**config.mk**
```make
export PLATFORM = sky130hd
export DESIGN_NAME = tetc_combine
export DESIGN_NICKNAME = d
export VERILOG_FILES = /design/src/rtl/tetc_pkg.sv /design/src/rtl/tetc_combine.sv
export SDC_FILE = /design/constraint.sdc
export NUM_CORES = 1
export LEC_CHECK = 0
export ABC_AREA = 1
export BUFFER_PORTS_ARGS = -buffer_cell sky130_fd_sc_hd__buf_2
export CORE_ASPECT_RATIO = 1.4
export CORE_UTILIZATION = 25
export DETAILED_ROUTE_END_ITERATION = 6
export GPL_TIMING_DRIVEN = 1
export SYNTH_ARGS = -nofsm -noshare
export SYNTH_HDL_FRONTEND = slang
export SYNTH_SLANG_ARGS = --single-unit
```
**constraint.sdc**
```tcl
create_clock -name clk -period 2.1 [get_ports clk]
set_input_delay 0.315 -clock clk [delete_from_list [all_inputs] [get_ports clk]]
set_output_delay 0.315 -clock clk [all_outputs]
set_load 0.03 [all_outputs]
```
**src/rtl/tetc_pkg.sv**
```systemverilog
`default_nettype none
package tetc_pkg;

  // Number of pipeline stages (input, difference, product, compare, output)
  localparam int unsigned NUM_STAGES = 5;

  // Vertex pairs that form the edges of the first triangle (AB, AC, BC)
  localparam int unsigned EA [3] = '{0, 0, 1};
  localparam int unsigned EB [3] = '{1, 2, 2};
  // Vertex pairs that form the edges of the second triangle (AB, AC, CB)
  localparam int unsigned FA [3] = '{0, 0, 2};
  localparam int unsigned FB [3] = '{1, 2, 1};

  // Per-stage load enables handed from the pipeline control to the datapath
  typedef struct packed {
    logic a;
    logic b;
    logic c;
    logic d;
    logic e;
  } stage_en_t;

  // Outcome of one orientation test plus its on-segment check
  typedef struct packed {
    logic neg;
    logic zero;
    logic onseg;
  } orient_t;

endpackage
`default_nettype wire

```
**src/rtl/tetc_combine.sv**
```systemverilog
`default_nettype none
module tetc_combine
  import tetc_pkg::*;
(
  input  wire logic      clk,
  input  wire stage_en_t en,
  input  wire orient_t   o1 [3][3],
  input  wire orient_t   o0 [3][3],
  output logic           crossed
);

  logic hit_nxt;
  logic crossed_r;

  // o1[j][k]: edge j of the second triangle against vertex k of the first
  // o0[i][k]: edge i of the first triangle against vertex k of the second
  always_comb begin
    orient_t d1, d2, d3, d4;
    logic    prop, touch;
    hit_nxt = 1'b0;
    for (int i = 0; i < 3; i++) begin
      for (int j = 0; j < 3; j++) begin
        d1 = o1[j][EA[i]];
        d2 = o1[j][EB[i]];
        d3 = o0[i][FA[j]];
        d4 = o0[i][FB[j]];
        // proper crossing: endpoints strictly on opposite sides both ways
        prop = ((d1.neg && !d2.neg && !d2.zero) || (d2.neg && !d1.neg && !d1.zero)) &&
               ((d3.neg && !d4.neg && !d4.zero) || (d4.neg && !d3.neg && !d3.zero));
        touch = d1.onseg || d2.onseg || d3.onseg || d4.onseg;
        hit_nxt = hit_nxt || prop || touch;
      end
    end
  end

  always_ff @(posedge clk) begin
    if (en.e) begin
      crossed_r <= hit_nxt;
    end
  end

  assign crossed = crossed_r;

endmodule
`default_nettype wire
```
After elaboration in Yosys (flattened, before gate mapping) --
Cells that the tools add are included.
Cells by class: reduce and logical (&&, ||, !) cells 179
Operator list (count):
- $logic_and A1 B1 Y1 | 81
- $logic_or A1 B1 Y1 | 62
- $logic_not A1 Y1 | 36
Word-level totals: bits in registers 1, bits of input ports 60, output and inout port bits 1, word-level logic and storage cells 180

Longest topological paths before layout --
word-level depth 22, mapped depth 7, depth with buffers taken out 7

Worst setup path before layout --
OpenSTA, ideal clock, no wires.
path type input to register, start point input port o1[24] (netlist name), end point register crossed_r (netlist: crossed) (data pin), setup time 0.260 ns, arrival time 0.835 ns, required time 1.840 ns, setup slack 1.005 ns, cell stages on the path 5, path buffers 0, path through or2_0 > nor2_1 > nand3_1 > nor2_1 > nand3_1
Between the ends: cells in the longest elaborated chain, start to end 20, elaborated cells between the ends (all ways) 23, classes of those cells reduce/logical: 23
Ends and longest elaborated chain:
- start: declaration | line tetc_combine.sv:7 | input wire orient_t o1 [3][3],
- $logic_or A1 B1 Y1 (3 in a row) | line tetc_combine.sv:30 | touch = d1.onseg || d2.onseg || d3.onseg || d4.onseg;
- $logic_or A1 B1 Y1 (6 in a row) | line tetc_combine.sv:31 | hit_nxt = hit_nxt || prop || touch;
- $logic_or A1 B1 Y1 (*) (11 in a row) | line tetc_combine.sv:31
- net hit_nxt | line tetc_combine.sv:12 | logic hit_nxt;
- end signal: assignment | line tetc_combine.sv:38 | crossed_r <= hit_nxt;
- end: declaration | line tetc_combine.sv:13 | logic crossed_r;
Mark *: on every way through the listed nets, which the timed path passes. The rest lies on a longest branch. A chain may end at the register's enable or synchronous reset.

Final worst setup path --
Same ends and word-level chain as after synthesis.

==> flow_summary.yaml <==
timing:
  final-hold-violation-count: 0
  setup_viol: 0
  slew-limit-headroom_pct: 89.89
  grt_setup_unrepaired: "no"
  final.hold.worst_slack_ns: 0.5142
  final-max-slew-violation-count: 0
  worstMarginPinSlew_ns: 0.1501
  max_clock_freq_mhz: 781.5
  final.period_utilization_pct: 60.93
  final.min_clock_period_ns: 1.280
  totalNegativeSetupSlack_ns: 0
worst_setup_path:
  critical_path_class: "input port to register"
  cpPeakStageDelay_ns: 0.21
  timing.critical_path.required_ns: 1.83
  critical_path.n_buffers_inverters: 1
  worstSetupStartpointType: "input port"
  cp_cell_sequence: "buf_2 -> or2_0 -> nor2_1 -> nand3_1 -> nor2_1 -> nand3_1"
  timing.critical_path.fanout_max: 1
  arr_time_crit_path_ns: 1.01
  timing.critical_path.to_type: "register"
  worst_path_dominant_cell_family: "simple AND/OR/NAND/NOR gates"
  timing.critical_path.slowest_stage_cell: "or2_0"
placement:
  place.port_buffers: 56
  post-dp-hpwl_microns: 1378
  place_congestion: 0.7881
  detailed_place.area_sq_um: 839.6
drt:
  drt-initial-drc-count: 21
  via_per_inst: 4.409
  number_of_drc_violations_after_detailed_routing: 0
  detailed_route_wire_length_microns: 1491
  routedWlPerCell_microns: 7.530
  antenna_left: 0
  first_pass_iters: 4
  via_count: 873
logic_synthesis:
  post-synth-top-count-cell: "nand2_1"
  post-synth-top-area-fraction_pct: 26.06
  sequential_cell_area_fraction_in_the_yosys_report_pct: 5.634
  yosys-top-cells-area: "nand2_1 (26%), nand3_1 (24%), inv_1 (20%), nor2_1 (13%), edfxtp_1 (5.6%)"
  mean_instance_size_in_the_synthesized_netlist_sq_um: 4.405
  synth_register_bits: 1
  yosysUniqueCellTypes: 11
  synthTopCellsByCount: "nand2_1 (37), inv_1 (29), nand3_1 (26)"
  synth_nets: 181
  synth_enable_flop_cells: 1
  synth_area_leader_cell: "nand2_1"
  ys_dominant_reg_cell: "edfxtp_1"
  mappedNetlistArea_sq_um: 533.0
  async_reset_ff_share_pct: 0
  cells_after_synth: 121
  yosysWarningCount: 0
power_and_ir_drop:
  p_int_mw: 0.08387
  sw_frac_of_total_pct: 41.23
  power.total_mw: 0.1427
  vdd_ir_drop_max_v: 0.00008311
  clockPowerShare_pct: 0
  net-switching-power_mw: 0.05885
  sequentialPowerShare_pct: 16.5
  power_density_nw_per_um2: 170.0
  total_leakage_power_nw: 0.5913
  combPwrFrac_pct: 83.5
finish:
  area.growth.synth_to_final_pct: 57.51
  largest_reg_flops: 1
  layout.cell_area.non_filler_sq_um: 839.6
  nNetsFinal: 239
  fraction_of_final_layout_cells_with_drive_strength_greater_than_1_pct: 32.20
  antenna_cells_inserted: 0
floorplanning:
  dieArea_sq_um: 2323
  start_util_pct: 26.69
  chipHeight_microns: 56.64
  core-area_sq_um: 1997
  dieWidth_microns: 41.03
  io_pins: 61
  num_rows: 19
min_path:
  worst_hold_path.num_cells: 1
  holdPathEnd: "crossed"
  timing.hold.worst.class: "input port to register"
  min-delay-start: "en[0]"
global_routing:
  vias_in_the_first_global_route: 676
  grt_first_pass_wirelength_microns: 2263
  grt_antenna_before_repair: 0
  grt.overflow.total: 0
  largest_net_degree_at_the_start_of_global_routing: 5
  grt_usage_pct: 12.47
clocking:
  ctsHoldBuffers: 0
  post_cts.repair.setup_buffers: 0
  clkSlewWorstSetupHoldPaths_ns: 0
  post_cts_resize_count: 0
run_status:
  run_status: "finished, final reports clean"
job:
  drv_cap: 0
==> per-layer routing <==
metal,track usage (%),wire length [microns],vias to the layer above
met5,0,0,-
met4,0,0,0
met3,0,169,0
met2,24.55,739,41
met1,14.32,581,352
li1,-,-,480
==> cell usage in the layout, fill, tap and decap left out <==
cell type  count
buf_2         56
a21oi_1        1
nand3b_1       2
edfxtp_1       1
nand2_1       37
inv_1         29
nand3_1       26
and2_0         1
o21ai_0        3
nor2_2         1
nor2_1        19
or2_0          1
==> power by group through the flow <==
| stage | clock, mW | sequential [mW] | combinational, mW |
|---|---|---|---|
| 6_report | 0 | 0.0235 | 0.119 |
| 5_1_grt | 0 | 0.0238 | 0.140 |
| 4_1_cts | 0 | 0.0235 | 0.121 |
| 3_5_place_dp | 0 | 0.0235 | 0.120 |
| 3_3_place_gp | 0 | 0.0235 | 0.118 |
| 2_1_floorplan | 0 | 0.0258 | 0.0515 |
==> logic make-up after synthesis <==
kind of cell	Yosys count	share of synthesized area (%)
compound gates	4	3.754
simple gates	87	70.19
flops	1	5.634
buf+inv	29	20.42
==> how the worst max path moves through the flow <==
stage | to | start | depth (start not counted)
2_1_floorplan | crossed | o1[24] | 5
3_3_place_gp | crossed | o1[24] | 6
3_5_place_dp | crossed | o1[24] | 6
4_1_cts | crossed | o1[24] | 6
5_1_grt | crossed | o1[24] | 6
6_report | crossed | o1[24] | 6
==> metrics by stage <==
step	std cells	util, %	setup slack (ns)
floorplan	121	-	1.005
global placement	198	42.04	0.8096
detailed placement	198	42.04	0.8079
CTS	198	42.04	0.8047
global route	198	42.04	0.7441
finish	198	42.04	0.8204
==> final cells by class <==
cell class	count	area (sq um)
fill	248	1157
inverter	29	108.9
multi-input combinational	91	394.1
sequential	1	30.03
tap	21	26.28
timing repair buffer	56	280.3
Power figures use the tool's default switching activity.
