$ cat src/rtl/tetc_pkg.sv
`default_nettype none
package tetc_pkg;

  // Number of pipeline stages (input, difference, product, compare, output)
  localparam int unsigned NUM_STAGES = 5;

  // Vertex pairs that form the edges of the first triangle (AB, AC, BC)
  localparam int unsigned EA [3] = '{0, 0, 1};
  localparam int unsigned EB [3] = '{1, 2, 2};
  // Vertex pairs that form the edges of the second triangle (AB, AC, CB)
  localparam int unsigned FA [3] = '{0, 0, 2};
  localparam int unsigned FB [3] = '{1, 2, 1};

  // Per-stage load enables handed from the pipeline control to the datapath
  typedef struct packed {
    logic a;
    logic b;
    logic c;
    logic d;
    logic e;
  } stage_en_t;

  // Outcome of one orientation test plus its on-segment check
  typedef struct packed {
    logic neg;
    logic zero;
    logic onseg;
  } orient_t;

endpackage
`default_nettype wire

$ cat src/rtl/tetc_orient.sv
`default_nettype none
module tetc_orient
  import tetc_pkg::*;
#(
  parameter int unsigned COORD_WIDTH = 16
) (
  input  wire logic                          clk,
  input  wire stage_en_t                     en,
  input  wire logic signed [COORD_WIDTH-1:0] p_x,
  input  wire logic signed [COORD_WIDTH-1:0] p_y,
  input  wire logic signed [COORD_WIDTH-1:0] q_x,
  input  wire logic signed [COORD_WIDTH-1:0] q_y,
  input  wire logic signed [COORD_WIDTH-1:0] r_x,
  input  wire logic signed [COORD_WIDTH-1:0] r_y,
  output orient_t                            res
);

  localparam int unsigned DW = COORD_WIDTH + 1;
  localparam int unsigned PW = 2 * COORD_WIDTH + 2;

  logic signed [DW-1:0] qx_nxt, qy_nxt, rx_nxt, ry_nxt;
  logic signed [DW-1:0] qx_r, qy_r, rx_r, ry_r;
  logic                 box_nxt;
  logic                 box_b_r, box_c_r;
  logic signed [PW-1:0] m1_r, m2_r;
  orient_t              res_r;

  // Stage B: edge and point differences, bounding box check
  assign qx_nxt = {q_x[COORD_WIDTH-1], q_x} - {p_x[COORD_WIDTH-1], p_x};
  assign qy_nxt = {q_y[COORD_WIDTH-1], q_y} - {p_y[COORD_WIDTH-1], p_y};
  assign rx_nxt = {r_x[COORD_WIDTH-1], r_x} - {p_x[COORD_WIDTH-1], p_x};
  assign ry_nxt = {r_y[COORD_WIDTH-1], r_y} - {p_y[COORD_WIDTH-1], p_y};
  assign box_nxt = (r_x >= p_x || r_x >= q_x) && (r_x <= p_x || r_x <= q_x) &&
                   (r_y >= p_y || r_y >= q_y) && (r_y <= p_y || r_y <= q_y);

  always_ff @(posedge clk) begin
    if (en.b) begin
      qx_r    <= qx_nxt;
      qy_r    <= qy_nxt;
      rx_r    <= rx_nxt;
      ry_r    <= ry_nxt;
      box_b_r <= box_nxt;
    end
  end

  // Stage C: the two cross product terms
  always_ff @(posedge clk) begin
    if (en.c) begin
      m1_r    <= qx_r * ry_r;
      m2_r    <= qy_r * rx_r;
      box_c_r <= box_b_r;
    end
  end

  // Stage D: sign of the cross product and the on-segment flag
  always_ff @(posedge clk) begin
    if (en.d) begin
      res_r.neg   <= m1_r < m2_r;
      res_r.zero  <= m1_r == m2_r;
      res_r.onseg <= (m1_r == m2_r) && box_c_r;
    end
  end

  assign res = res_r;

endmodule
`default_nettype wire

$ cat config.mk
export PLATFORM = sky130hd
export DESIGN_NAME = tetc_orient
export DESIGN_NICKNAME = d
export VERILOG_FILES = /design/src/rtl/tetc_pkg.sv /design/src/rtl/tetc_orient.sv
export SDC_FILE = /design/constraint.sdc
export NUM_CORES = 2
export LEC_CHECK = 0
export ABC_CLOCK_PERIOD_IN_PS = 8500
export BUFFER_PORTS_ARGS = -buffer_cell sky130_fd_sc_hd__buf_2
export CORE_UTILIZATION = 61
export CTS_CLUSTER_DIAMETER = 150
export DETAILED_ROUTE_END_ITERATION = 12
export HOLD_SLACK_MARGIN = 0.08
export PLACE_DENSITY = 0.89
export RECOVER_POWER = 50
export SYNTH_ARGS = -nofsm -noshare
export SYNTH_HDL_FRONTEND = slang
export SYNTH_SLANG_ARGS = --single-unit
$ cat constraint.sdc
create_clock -name clk -period 8.5 [get_ports clk]
set_input_delay 1.7 -clock clk [delete_from_list [all_inputs] [get_ports clk]]
set_output_delay 1.7 -clock clk [all_outputs]
set_load 0.005 [all_outputs]
=== Word-level counts from Yosys, hierarchy flattened ===
Cells that the tools add are included.

* $add $sub $neg: 4
* $mul: 2
* Div/mod/pow operators: 0
* Order comparisons: 9
* Equality and inequality tests: 1
* Shift operators: 0
* Multiplexer cells: 0
* Bitwise gates (word level): 0
* Reductions and logical operators: 8

{| class="wikitable"
|+ Operators by type and width
! operator !! number
|-
| 17-bit by 17-bit multiplier with 34-bit output || 2
|-
| 16-bit by 16-bit subtractor with 17-bit output || 4
|-
| 16-bit >= comparator || 4
|-
| 16-bit <= comparator || 4
|-
| 34-bit equality test || 1
|-
| 34-bit < comparator || 1
|-
| 1-bit logical AND || 4
|-
| 1-bit logical OR || 4
|}

* Register bits: 141
* Bits in latches: 0
* Bits in writable memories: 0
* Memory bits (read-only): 0
* Bits of input ports: 102
* Output and inout port bits: 3
* Memories kept: 0

=== Logic depth before layout (Yosys ltp) ===
* Depth after elaboration: 5
* Gate-level depth with buffers: 24

=== Worst setup path before layout ===
Ideal clock, no wire load.

* Path type: flip-flop to flip-flop
* Start: register rx_r[8]
* End: register m2_r[33] (data pin)
* Library setup time: 260 ps
* Data arrival time: 6025 ps
* Data required time: 8240 ps
* Setup slack: 2215 ps
* Cell stages (with the launch flop): 25
* Path buffers: 2
* Period minus slack after synthesis: 6285 ps
* Path through: edfxtp_1 > clkbuf_1 > clkbuf_1 > nand2_1 > fa_1 > inv_1 > fa_1 > inv_1 > fa_1 > inv_1 > fa_1 > fa_1 > inv_1 > fa_1 > inv_1 > ha_1 > and3_1 > a31o_1 > a311o_1 > o211ai_2 > a21oi_2 > o31ai_4 > o211ai_1 > a21oi_2 > xnor2_1

* Word-level cells in the longest chain between the ends: 1

{| class="wikitable"
|+ RTL lines
! what !! line !! RTL
|-
| from (decl) || tetc_orient.sv:22 || <nowiki>logic signed [DW-1:0] qx_r, qy_r, rx_r, ry_r;</nowiki>
|-
| from (signal assigned) || tetc_orient.sv:40 || <nowiki>rx_r <= rx_nxt;</nowiki>
|-
| 17-bit by 17-bit multiplier with 34-bit output || tetc_orient.sv:50 || <nowiki>m2_r <= qy_r * rx_r;</nowiki>
|-
| to (signal assigned) || tetc_orient.sv:50 ||
|-
| to (decl) || tetc_orient.sv:25 || <nowiki>logic signed [PW-1:0] m1_r, m2_r;</nowiki>
|}

No other way between the ends.
A chain may end at the register's enable or synchronous reset.

=== Worst setup path in the final report ===
* Start: register ry_r[3]
* End: register m1_r[31] (data pin)

* Word-level cells in the longest chain between the ends: 1

{| class="wikitable"
|+ RTL lines
! what !! line !! RTL
|-
| from (decl) || tetc_orient.sv:22 ||
|-
| from (signal assigned) || tetc_orient.sv:41 || <nowiki>ry_r <= ry_nxt;</nowiki>
|-
| 17-bit by 17-bit multiplier with 34-bit output || tetc_orient.sv:49 || <nowiki>m1_r <= qx_r * ry_r;</nowiki>
|-
| to (signal assigned) || tetc_orient.sv:49 ||
|-
| to (decl) || tetc_orient.sv:25 ||
|}

No other way between the ends.

==> impl_metrics.ini <==
[sta]
setup_viol_count_final = 0
clock_skew_ns = 0.01064
rsz0062_at_grt = no
setup_tns_ns = 0
timing.final.crit_share = 0.8176
fmax_mhz = 143.9
fin_crit_ns = 6.950
hold_viol = 0
worstMarginPinSlew_ns = 3.970
finalMaxSlewViolations = 140
relSlewSlack = -1.646

[synthesis]
synth-compound-area-share = 0.06916
syn_avg_cell_area_um2 = 9.625
synth_xor_xnor_area_share = 0.03340
async_flop_share = 0
synthFlopType = edfxtp_1
synth.ff_latch_count = 141
synth_area_um2 = 30680
synth_cells = 3188
synth_nets = 4188
synth_top_family_by_area = adder cells
synth_edf_count = 141
synth-warning-count = 0
yosys-top-cells-area = fa_1 39%, edfxtp_1 14%, ha_1 12%
synth.top_cell.area_share = 0.3888
ys_types = 71
yosys.area.top_type = fa_1
synth_common_cells = 773 x inv_1, 596 x fa_1, 311 x nand2_1, 302 x ha_1, 295 x and2_1
yosys.area_share.simple = 0.1426
synth_most_common_cell = inv_1
yosys.area_share.adder = 0.5120
synth.area.mux_share = 0.0003670
ys_seq_area_frac = 0.1380

[run]
maxCapViolations = 2

[die]
fp.dieW_um = 226.3
dieArea_um2 = 51200
initial_core_util = 0.6230
die_h_um = 226.3
core_area_um2 = 49250
io_pins = 105
rows = 81

[route]
num_vias = 22560
drtIter0Drc = 1870
wl_met2_mm = 36.60
drc = 0
drt-pass1-iter-count = 6
dr.max_layer_used = met5
m1WireLength_mm = 27.07
wl_per_cell_um = 18.79
wirelength_mm = 73.49
vias_per_cell = 5.768
dr_wl_met3_mm = 6.542
final_antenna_net_count = 0

[layout]
layout.area.seq_um2 = 4234
nFillCells = 3648
drive_gt1_frac = 0.04595
multi_input_area_um2 = 23240
syn2layout_area_growth_pct = 5.387
nNetsFinal = 4231

[placement]
place_congestion = 0.9773
io_buffers = 102
place_hpwl_mm = 58.90

[hold_path]
holdPathEnd = box_c_r
whs_path_depth = 0
hp-class = flip-flop to flip-flop
hp-start = box_b_r

[critical_path]
reg2reg_to = m1_r[31]
r2r_setup_slack_ns = 1.55
critPathKind = flip-flop to flip-flop
setup.worst_path.end_class = flip-flop
crit_fanout = 17
worstReg2RegStart = ry_r[3]
worstPathRequired_ns = 8.69
worstPathArrival_ns = 7.14
critPathLaunchType = flip-flop
rr_worst_depth = 18

[cts]
insertion_delay_ns = 0.45
cts_root_buf = clkbuf_16
holdBufCountCts = 0
cts_buffer_depth = 2
clk_pin_slew_ns = 0.06
post_cts_resized = 0
htreeDepth = 4
cts_setup_buffers = 0
cts_tree = built
cts_buffers = 17
cts_sinks = 141

[run_status]
outcome = finished, violations left
violations = max-capacitance violations, max-slew violations

[grt]
grt_pass1_vias = 24750
grt_max_degree = 70
grt_pass1_wl_mm = 121.1
grt-ovfl-total = 0
antenna_found_initial = 10
grt.total_usage = 0.3075
-- state kept, by name, indices dropped and copies added (netlist names), 3 cells and up --
signal	count
m1_r	34
m2_r	34
qx_r	17
qy_r	17
rx_r	17
ry_r	17
res	3
-- logic make-up after synthesis --
group,count (synthesis)
muxes,1
buffers and inverters,854
xor gates and xnor gates,117
adders and majority gates,898
AOI/OAI and AO/OA,314
and+or+nand+nor,863
DFF,141
-- cell usage in the layout, fill, tap and decap left out, types with 6 or more instances in the layout --
master and n:
nand3_1 26, buf_2 98, nor2_1 93, nor3_1 30, nand2b_1 20, o22ai_1 6
o21a_1 20, o21bai_1 8, a21boi_0 6, nand2_1 311, o21ai_0 47, a31oi_1 10
and3_1 12, inv_1 773, clkbuf_1 8, xnor2_1 103, a21o_1 38, o31ai_1 6
and2_1 290, nand4_1 20, a2111oi_0 7, nor2b_1 18, a21oi_1 93, ha_1 302
edfxtp_1 141, o211ai_1 8, xor2_1 14, clkbuf_16 17, fa_1 596, a211oi_1 20
or3_1 10
-- area by class of cell --
cell class	count	share of cell area
Multi-Input combinational cell	2193	0.7188
Tap cell	664	0.02569
Timing Repair Buffer	105	0.01610
Clock inverter	12	0.005030
Antenna cell	4	0.0003095
Clock buffer	19	0.01339
Sequential cell	141	0.1309
Inverter	773	0.08973
-- how the worst max path moves through the flow --
stage,cells past startpoint,to,from
floorplan,24,m2_r[33],rx_r[8]
global placement,18,m1_r[31],ry_r[2]
detailed placement,18,m1_r[31],ry_r[3]
CTS,18,m1_r[31],ry_r[2]
global route,18,m1_r[31],ry_r[2]
finish,18,m1_r[31],ry_r[3]
-- critical path, cell delays in order, from the launching register on --
cell      delay [ns]
edfxtp_1        0.85
nand2_1         0.19
inv_1           0.13
fa_1            0.58
fa_1            0.93
fa_1            0.55
fa_1            0.51
fa_1            0.48
inv_1           0.05
fa_1            0.48
inv_1           0.04
ha_1            0.32
nand2_1         0.13
or4_1           0.54
a21oi_2         0.25
o41ai_4         0.13
o21ai_2         0.24
a31oi_1         0.14
xnor2_1         0.14
-- through the flow --
stage               instance area (um2)  hold slack [ns]    util  cells  setup WS, ns
floorplan                         30680           0.4003       -   3188         2.215
CTS                               32340           0.4346  0.6566   3907         1.652
finish                            32340           0.4330  0.6565   3911         1.550
global route                      32330           0.4397  0.6563   3907         1.289
global placement                  31740           0.4056  0.6445   3876         1.768
detailed placement                31740           0.4251  0.6445   3876         1.662
-- layer usage --
metal	vias to the layer above	global-route usage
li1	9902	-
met4	12	0.1373
met5	-	0
met1	11350	0.3795
met2	1069	0.5271
met3	227	0.05650
Power is left out: the tool's default activity adds up to more than one toggle a clock period on the data nets, which glitch-free logic cannot reach.
