$ cat src/rtl/tetc_pkg.sv
`default_nettype none
package tetc_pkg;

  // Number of pipeline stages (input, difference, product, compare, output)
  localparam int unsigned NUM_STAGES = 5;

  // Vertex pairs that form the edges of the first triangle (AB, AC, BC)
  localparam int unsigned EA [3] = '{0, 0, 1};
  localparam int unsigned EB [3] = '{1, 2, 2};
  // Vertex pairs that form the edges of the second triangle (AB, AC, CB)
  localparam int unsigned FA [3] = '{0, 0, 2};
  localparam int unsigned FB [3] = '{1, 2, 1};

  // Per-stage load enables handed from the pipeline control to the datapath
  typedef struct packed {
    logic a;
    logic b;
    logic c;
    logic d;
    logic e;
  } stage_en_t;

  // Outcome of one orientation test plus its on-segment check
  typedef struct packed {
    logic neg;
    logic zero;
    logic onseg;
  } orient_t;

endpackage
`default_nettype wire

$ cat src/rtl/tetc_ctrl.sv
`default_nettype none
module tetc_ctrl
  import tetc_pkg::*;
(
  input  wire logic      clk,
  input  wire logic      rst_n,
  input  wire logic      in_valid,
  output logic           in_ready,
  output logic           out_valid,
  input  wire logic      out_ready,
  output stage_en_t      en
);

  logic [NUM_STAGES-1:0] vld_r;
  logic [NUM_STAGES-1:0] vld_nxt;
  logic [NUM_STAGES-1:0] rdy;

  // A stage can load when it is empty or its content moves on
  always_comb begin
    rdy[NUM_STAGES-1] = !vld_r[NUM_STAGES-1] || out_ready;
    for (int k = NUM_STAGES - 2; k >= 0; k--) begin
      rdy[k] = !vld_r[k] || rdy[k+1];
    end
  end

  // Valid bits follow the data
  always_comb begin
    vld_nxt = vld_r;
    if (rdy[0]) begin
      vld_nxt[0] = in_valid;
    end
    for (int k = 1; k < NUM_STAGES; k++) begin
      if (rdy[k]) begin
        vld_nxt[k] = vld_r[k-1];
      end
    end
  end

  always_ff @(posedge clk) begin
    if (!rst_n) begin
      vld_r <= '0;
    end else begin
      vld_r <= vld_nxt;
    end
  end

  assign in_ready  = rdy[0];
  assign out_valid = vld_r[NUM_STAGES-1];
  assign en.a      = rdy[0];
  assign en.b      = rdy[1];
  assign en.c      = rdy[2];
  assign en.d      = rdy[3];
  assign en.e      = rdy[4];

  // Accepted transaction lands in the input stage
  a_in_load: assert property (@(posedge clk) disable iff (!rst_n)
    (in_valid && in_ready) |=> vld_r[0])
    else $error("accepted transaction not captured");

  // A blocked product stage keeps its item
  a_hold: assert property (@(posedge clk) disable iff (!rst_n)
    (vld_r[2] && !rdy[3]) |=> vld_r[2])
    else $error("blocked stage dropped its item");

  // An item moving forward from the compare stage arrives in the output stage
  a_advance: assert property (@(posedge clk) disable iff (!rst_n)
    (vld_r[3] && rdy[4]) |=> vld_r[4])
    else $error("item lost between compare and output stage");

  // Empty output stage never blocks the input
  a_no_stall: assert property (@(posedge clk) disable iff (!rst_n)
    (!vld_r[4] && !vld_r[0]) |-> in_ready)
    else $error("input stalled with room in the pipeline");

endmodule
`default_nettype wire

$ cat config.mk
export PLATFORM = sky130hd
export DESIGN_NAME = tetc_ctrl
export DESIGN_NICKNAME = d
export VERILOG_FILES = /design/src/rtl/tetc_pkg.sv /design/src/rtl/tetc_ctrl.sv
export SDC_FILE = /design/constraint.sdc
export NUM_CORES = 1
export LEC_CHECK = 0
export CELL_PAD_IN_SITES_DETAIL_PLACEMENT = 1
export CELL_PAD_IN_SITES_GLOBAL_PLACEMENT = 1
export CORE_AREA = 2 2 39 41
export DETAILED_ROUTE_END_ITERATION = 10
export DIE_AREA = 0 0 41 43
export DONT_BUFFER_PORTS = 1
export PLACE_DENSITY_LB_ADDON = 0.1
export SLEW_MARGIN = 15
export SYNTH_ARGS = -nofsm -noshare
export SYNTH_HDL_FRONTEND = slang
export SYNTH_SLANG_ARGS = --single-unit
$ cat constraint.sdc
create_clock -name clk -period 1.4 [get_ports clk]
set_input_delay 0.28 -clock clk [delete_from_list [all_inputs] [get_ports clk]]
set_output_delay 0.28 -clock clk [all_outputs]
set_load 0.02 [all_outputs]
# ---- After elaboration in Yosys (flattened, before gate mapping)
# Cells that the tools add are included.
dict set report op_classes {
  reduce_logical 10
}
# cell n
set ops {}
lappend ops {{logical NOT 1 bit} 5}
lappend ops {{logical OR 1 bit} 5}
dict set report word_totals {
  out_inout_bits 7
  register_bits 5
  inputBits 4
}

# ---- Longest topological paths before layout
# Gate-level depths: netlist of the first run.
dict set report logic_depth {
  depth_word 6
  ltp_mapped 3
  depth_no_buf 2
}

# ---- Worst setup path before layout of the first run
# No wires, ideal clock.
dict set report synth_path {
  kind {reg2out}
  from {reg vld_r[4]}
  to {out en[4] in the netlist's numbering}
  stages_incl_launch_ff 4
  n_path_buf 1
  setup_slack_ns -0.065
  required_ns 1.120
  arrival_ns 1.185
  path_cell_list {dfxtp_1 and4b_1 nand3_1 buf_4}
}
dict set report synth_between {
  elab_chain_len 6
}
# element line_no
set synth_rtl {}
lappend synth_rtl {{start, declared} tetc_ctrl.sv:14} ;# logic [NUM_STAGES-1:0] vld_r;
lappend synth_rtl {{start signal, assigned} tetc_ctrl.sv:43} ;# vld_r <= vld_nxt;
lappend synth_rtl {{logical NOT 1 bit} tetc_ctrl.sv:20} ;# rdy[NUM_STAGES-1] = !vld_r[NUM_STAGES-1] || out_ready;
lappend synth_rtl {{logical OR 1 bit} tetc_ctrl.sv:20}
lappend synth_rtl {{logical OR 1 bit (4 in series)} tetc_ctrl.sv:22} ;# rdy[k] = !vld_r[k] || rdy[k+1];
lappend synth_rtl {{end, declared} tetc_ctrl.sv:11} ;# output stage_en_t en
# Every way passes these cells.

==> results of run 1 <==
-- metal layers --
| metal | part of all wire [%] | global-route usage (%) | vias up |
|---|---|---|---|
| li1 | - | - | 86 |
| met1 | 37 | 6.494 | 71 |
| met2 | 47 | 9.688 | 7 |
| met3 | 14 | 5.236 | 2 |
| met4 | 2.2 | 10.00 | 0 |
| met5 | 0 | 0 | - |
-- worst max path at each step --
stage                          end     start  cells past startpoint  slack [ns]
after floorplan              en[4]  vld_r[4]                      3        0.02
after global placement    in_ready  vld_r[2]                      2        0.24
after detailed placement  in_ready  vld_r[2]                      2        0.23
after CTS                    en[3]  vld_r[2]                      2        0.02
after global routing      in_ready  vld_r[3]                      2       0.009
final                        en[3]  vld_r[3]                      2        0.07
-- layout make-up --
cell class | count | area [um2]
Clock buffer | 4 | 26.28
Fill cell | 171 | 1120
Inverter | 3 | 11.26
Multi-Input combinational cell | 14 | 97.59
Sequential cell | 5 | 101.3
Tap cell | 16 | 20.02
Timing Repair Buffer | 1 | 7.507
-- power by group through the flow --
stage	logic, W	registers, W	clock network (W)
2_1_floorplan	0.00000555	0.000154	0
3_3_place_gp	0.00000757	0.000154	0
3_5_place_dp	0.00000749	0.000154	0
4_1_cts	0.00000761	0.000152	0.000180
5_1_grt	0.00000843	0.000153	0.000191
6_report	0.00000750	0.000152	0.000167
-- synthesized netlist by cell type --
cell and count:
a21boi_0 2, and4b_1 1, buf_4 1, dfxtp_1 5, inv_1 3, nand2_1 3
nand2b_1 1, nand3_1 2, nand3b_1 1, nand4_1 1, o21a_1 1, o21ai_0 2
-- worst reg2reg max path, cell delays in order (launching register included) --
cell,delay [ns]
dfxtp_1,0.32
buf_4,0.15
nand3b_1,0.27
a21boi_0,0.24
-- metrics by stage --
step                worst slack (ns)  hold WS, ns  total power [W]  cells  area [um2]
floorplan                    0.01943       0.3886        0.0001594     23       207.7
global placement              0.2426       0.3979        0.0001618     39       227.7
detailed placement            0.2252       0.4029        0.0001616     39       227.7
CTS                          0.01940       0.1471        0.0003403     43       262.8
global route                0.008908       0.1505        0.0003525     43       264.0
finish                       0.06967       0.1575        0.0003267     43       264.0
-- what timing repair did --
item                                    CTS  global route
cloned                                    0             0
gates resized for setup                   2             1
endpoints found under the setup margin    2             3
pin swaps                                 0             1
-- logic make-up (layout without fill, tap and decap cells) --
family / after synthesis / count (layout) / share of synthesized area, %
compound gates: 5 / 5 / 16.05
buf+inv: 4 / 8 / 9.260
flops: 5 / 5 / 49.38
simple gates: 9 / 9 / 25.31
==> impl_metrics.json, run 1 <==
{
  "outcome": "complete, no violations",
  "skew_ns": 0.001994,
  "syn_area_per_cell_um2": 8.813,
  "grt-ovfl-total": 0,
  "dp_hpwl_um": 360.3,
  "peakVddDrop_uv": 351.7,
  "finalHoldViolations": 0,
  "min_period_ns": 1.330,
  "synthToLayoutAreaGrowth_pct": 30.25,
  "coreArea_um2": 1384,
  "crit_chain": "and4b_2 > nand2_1",
  "cap_violations": 0,
  "switchingPower_w": 0.00006677,
  "die_y_um": 43,
  "worstPathRequired_ns": 1.12,
  "crit_type": "register to output port",
  "p_per_area_nw_per_um2": 1237,
  "avgViaCountPerCell": 3.860,
  "path_delay_family": "simple AND/OR/NAND/NOR gates",
  "ios": 11,
  "routabilityCongestion": 0.6292,
  "synth-seq-area-share_pct": 49.38,
  "period_share_pct": 95.02,
  "syn_inst": 23,
  "synth-seq-cells": 5,
  "cts_tree": "built",
  "slew_headroom_pct": 77.80,
  "yosys.area.top_type": "dfxtp_1",
  "crit_path_end_kind": "output port",
  "routedWlPerCell_um": 10.63,
  "grt_first_pass_wirelength_um": 814,
  "reg2reg_depth": 3,
  "via_count": 166,
  "top_regs": "vld_r (5)",
  "finalMaxSlewViolations": 0,
  "grt_pass1_vias": 206,
  "intPower_w": 0.0002599,
  "mostFrequentLayoutCells": "dfxtp_1, nand2_1, inv_1, clkbuf_4",
  "routed_wl_um": 457,
  "tightestPinTransition_ns": 0.3320,
  "syn_area_um2": 202.7,
  "seqPwrFrac_pct": 46.6,
  "min_from": "rst_n",
  "synth.top_cells.by_area": "dfxtp_1, a21boi_0, inv_1",
  "r2r-start": "vld_r[4]",
  "numCtsBuffers": 3,
  "power.clock.fraction_pct": 51.1,
  "drt_iter0_drc": 2,
  "largest_reg_flops": 5,
  "cpPeakStageDelay_ns": 0.34,
  "start_util_pct": 14.65,
  "holdPathStages": 2,
  "clock_path_buffers": 2,
  "die_x_um": 41,
  "layout.nets": 32,
  "diodes": 0,
  "synth.top_cell.area_share_pct": 49.38,
  "io_buffer_count": 0,
  "finalSetupTns_ns": 0,
  "hp-class": "input pin to register",
  "grt_antenna_before_repair": 0,
  "final_util_pct": 19.08,
  "clk_pin_slew_ns": 0.04,
  "cts_root_buf": "clkbuf_4",
  "postCtsSetupRepairBufs": 0,
  "crit_slowest_cell": "dfxtp_1",
  "setup_violations": 0,
  "fmax_mhz": 751.7,
  "worstPathMaxFanout": 4,
  "rsz0062_at_grt": "no",
  "reg2reg_to": "vld_r[3]",
  "hold_end": "vld_r[1]",
  "grt_usage_pct": 7.654,
  "ys_types": 12,
  "syn_nets": 27,
  "p_sw_share_pct": 20.44,
  "pwr-share-comb_pct": 2.3,
  "top_register": "vld_r",
  "clkSinkCount": 5,
  "arrival_ns": 1.05,
  "insertion_delay_ns": 0.24,
  "final_common_cell": "dfxtp_1",
  "reg2reg_slack_ns": 0.34,
  "fp.dieArea_um2": 1763,
  "rows": 14,
  "final_antenna_net_count": 0,
  "dr.pass1.iters": 2,
  "cellLeakagePower_nw": 0.08364,
  "drc_errors": 0,
  "grt_max_degree": 8,
  "path_buf_inv": 0,
  "layout-drive-gt1-share_pct": 25.93,
  "cp-start-kind": "register",
  "cts_max_level": 1,
  "ctsHoldBuffers": 0,
  "ys.warnings.count": 0
}
(Power assumes the default switching activity.)
==> inputs of run 2 (changes only) <==
--- a/config.mk
+++ b/config.mk
@@ -5,6 +5,7 @@
 export SDC_FILE = /design/constraint.sdc
 export NUM_CORES = 1
 export LEC_CHECK = 0
+export ABC_AREA = 1
 export CELL_PAD_IN_SITES_DETAIL_PLACEMENT = 1
 export CELL_PAD_IN_SITES_GLOBAL_PLACEMENT = 1
 export CORE_AREA = 2 2 39 41
==> run 2 against run 1 <==
Net effect:
- fmax decreased by 4.1%
- critical path type unchanged
- via count is 3.0% lower
- clock power barely moved
- first-iteration DRC count shrank 50%
- final cell count unchanged
- clock skew is 0.0042 ns higher
==> impl_metrics.json, run 2 <==
{
  "finalNonFillerCells": 43,
  "synth.most_common_cell": "inv_1",
  "holdPathStages": 1,
  "grt_antenna_before_repair": 0,
  "placedCellCount": 39,
  "finalHoldViolations": 0,
  "path_buf_inv": 0,
  "met3WireLength_um": 62,
  "worstPathRequired_ns": 1.12,
  "drt_iter0_drc": 1,
  "diodes": 0,
  "fp.dieArea_um2": 1763,
  "min_period_ns": 1.388,
  "cap_violations": 0,
  "rsz0062_at_grt": "yes",
  "clk_pin_slew_ns": 0.05,
  "synth.top_cell.area_share_pct": 48.48,
  "reg2reg_slack_ns": 0.32,
  "routedWlPerCell_um": 10.77,
  "period_share_pct": 99.12,
  "skew_ns": 0.006202,
  "crit_top_cell": "nand3_4",
  "crit_chain": "nand3_4 > nor2_4 > nand3_4",
  "fmax_mhz": 720.7,
  "r2r-start": "vld_r[3]",
  "top_register": "vld_r",
  "die_x_um": 41,
  "routabilityCongestion": 0.5871,
  "synth-async-reset-ratio_pct": 0,
  "hold_end": "vld_r[2]",
  "route.met2.wl_um": 212,
  "p_per_area_nw_per_um2": 1235,
  "synthFlopType": "dfxtp_1",
  "routed_wl_um": 463,
  "reg2reg_depth": 4,
  "die_y_um": 43,
  "grt_pass1_vias": 174,
  "synth-seq-area-share_pct": 48.48,
  "finalMaxSlewViolations": 0,
  "setup_ws_ns": 0.01237,
  "start_util_pct": 14.92,
  "layout-drive-gt1-share_pct": 40.74,
  "layout.nets": 32,
  "mostFrequentLayoutCells": "inv_1, a21oi_1, clkbuf_4, dfxtp_1",
  "synth.top_cells.by_area": "dfxtp_1, inv_1, nand3_2",
  "cts_root_buf": "clkbuf_4",
  "min_from": "rst_n",
  "io_buffer_count": 0,
  "reg2reg_to": "vld_r[0]",
  "dr.pass1.iters": 2,
  "arrival_ns": 1.11,
  "top_layer": "met4",
  "crit_path_end_kind": "output port",
  "avgViaCountPerCell": 3.744,
  "synth-edff-count": 0,
  "cellLeakagePower_nw": 0.09354,
  "outcome": "complete, no violations",
  "slew_headroom_pct": 84.59,
  "ys_types": 10,
  "drc_errors": 0,
  "syn_area_um2": 206.4,
  "setup_violations": 0,
  "via_count": 161,
  "synthToLayoutAreaGrowth_pct": 30.91,
  "coreArea_um2": 1384,
  "cts_tree": "built",
  "cpPeakStageDelay_ns": 0.34,
  "cp-start-kind": "register",
  "grt-ovfl-total": 0,
  "grt_max_degree": 5,
  "cts_max_level": 1,
  "crit_type": "register to output port",
  "numCtsBuffers": 3,
  "total_power_w": 0.0003339,
  "path_delay_family": "simple AND/OR/NAND/NOR gates",
  "clock_path_buffers": 2,
  "wirelength_met1_um": 178,
  "insertion_delay_ns": 0.25,
  "tightestPinTransition_ns": 0.2306,
  "ios": 11,
  "final_common_cell": "inv_1",
  "worstPathMaxFanout": 4,
  "synth-seq-cells": 5,
  "synth_common_cells": "inv_1, dfxtp_1, a21oi_1, nand3_2",
  "top_regs": "vld_r (5)",
  "postCtsSetupRepairBufs": 0,
  "grt_usage_pct": 7.816,
  "rows": 14,
  "ctsHoldBuffers": 0,
  "final_antenna_net_count": 0,
  "dp_hpwl_um": 361.6,
  "syn_inst": 23,
  "yosys.area.top_type": "dfxtp_1",
  "ys.warnings.count": 0,
  "peakVddDrop_uv": 427.4,
  "crit_slowest_cell": "dfxtp_2",
  "final_util_pct": 19.53,
  "clkSinkCount": 5,
  "largest_reg_flops": 5,
  "syn_nets": 27,
  "syn_area_per_cell_um2": 8.976,
  "grt_first_pass_wirelength_um": 772,
  "hp-class": "input pin to register",
  "pre_cts_slack_ns": 0.1504
}
==> run 2: kinds of logic (layout without fill, tap and decap cells) <==
family | after synthesis | after routing | synth area share (%)
buffers and inverters | 8 | 12 | 16.37
AO/OA/AOI/OAI | 5 | 5 | 15.15
AND/OR/NAND/NOR | 5 | 5 | 20.00
flip-flops | 5 | 5 | 48.49
==> run 2: worst max path at each step <==
stage | start | end | slack [ns] | cells after the start
2_1_floorplan | vld_r[4] | en[4] | 0.06 | 4
3_3_place_gp | out_ready | en[4] | 0.18 | 4
3_5_place_dp | out_ready | en[4] | 0.15 | 4
4_1_cts | vld_r[3] | en[4] | -0.04 | 3
5_1_grt | vld_r[3] | en[4] | -0.06 | 3
6_report | vld_r[3] | en[4] | 0.01 | 3
==> run 2: metal layers <==
layer  vias up  GRT usage [%]
li1         77              -
met2        12          9.688
met5         -              0
met1        70          5.751
met4         0          6.000
met3         2          10.47
==> run 2: report_power, final <==
group / internal (W) / switching (W) / total (W)
Clock: 0.000108 / 0.0000625 / 0.000170
Sequential: 0.000147 / 0.00000433 / 0.000152
Combinational: 0.00000416 / 0.00000744 / 0.0000116
==> run 2: area by class of cell <==
type,count,area [um2]
clock buffers,4,26.28
fillers,169,1114
inverters,7,26.28
multi-input cells,10,87.58
flip-flops and latches,5,102.6
well taps,16,20.02
repair buffers,1,7.507
==> run 2: repair_timing <==
item / 4_1_cts / 5_1_grt
resized for setup: 2 / 0
setup endpoints to repair: 2 / 4
pin swaps: 3 / 1
==> run 2: worst reg2reg max path, stage by stage (launching register included) <==
cell     delay (ns)
dfxtp_2        0.34
nand3_4        0.13
nor2_4         0.19
nand3_4        0.19
a21oi_2        0.15
==> run 2: per-stage QoR <==
step / TNS, ns / hold slack [ns] / cell area (um2)
6_report: 0 / 0.1518 / 270.3
5_1_grt: -0.1512 / 0.1442 / 270.3
4_1_cts: -0.07747 / 0.1420 / 270.3
3_5_place_dp: 0 / 0.4020 / 235.2
3_3_place_gp: 0 / 0.4061 / 235.2
2_1_floorplan: 0 / 0.3976 / 215.2
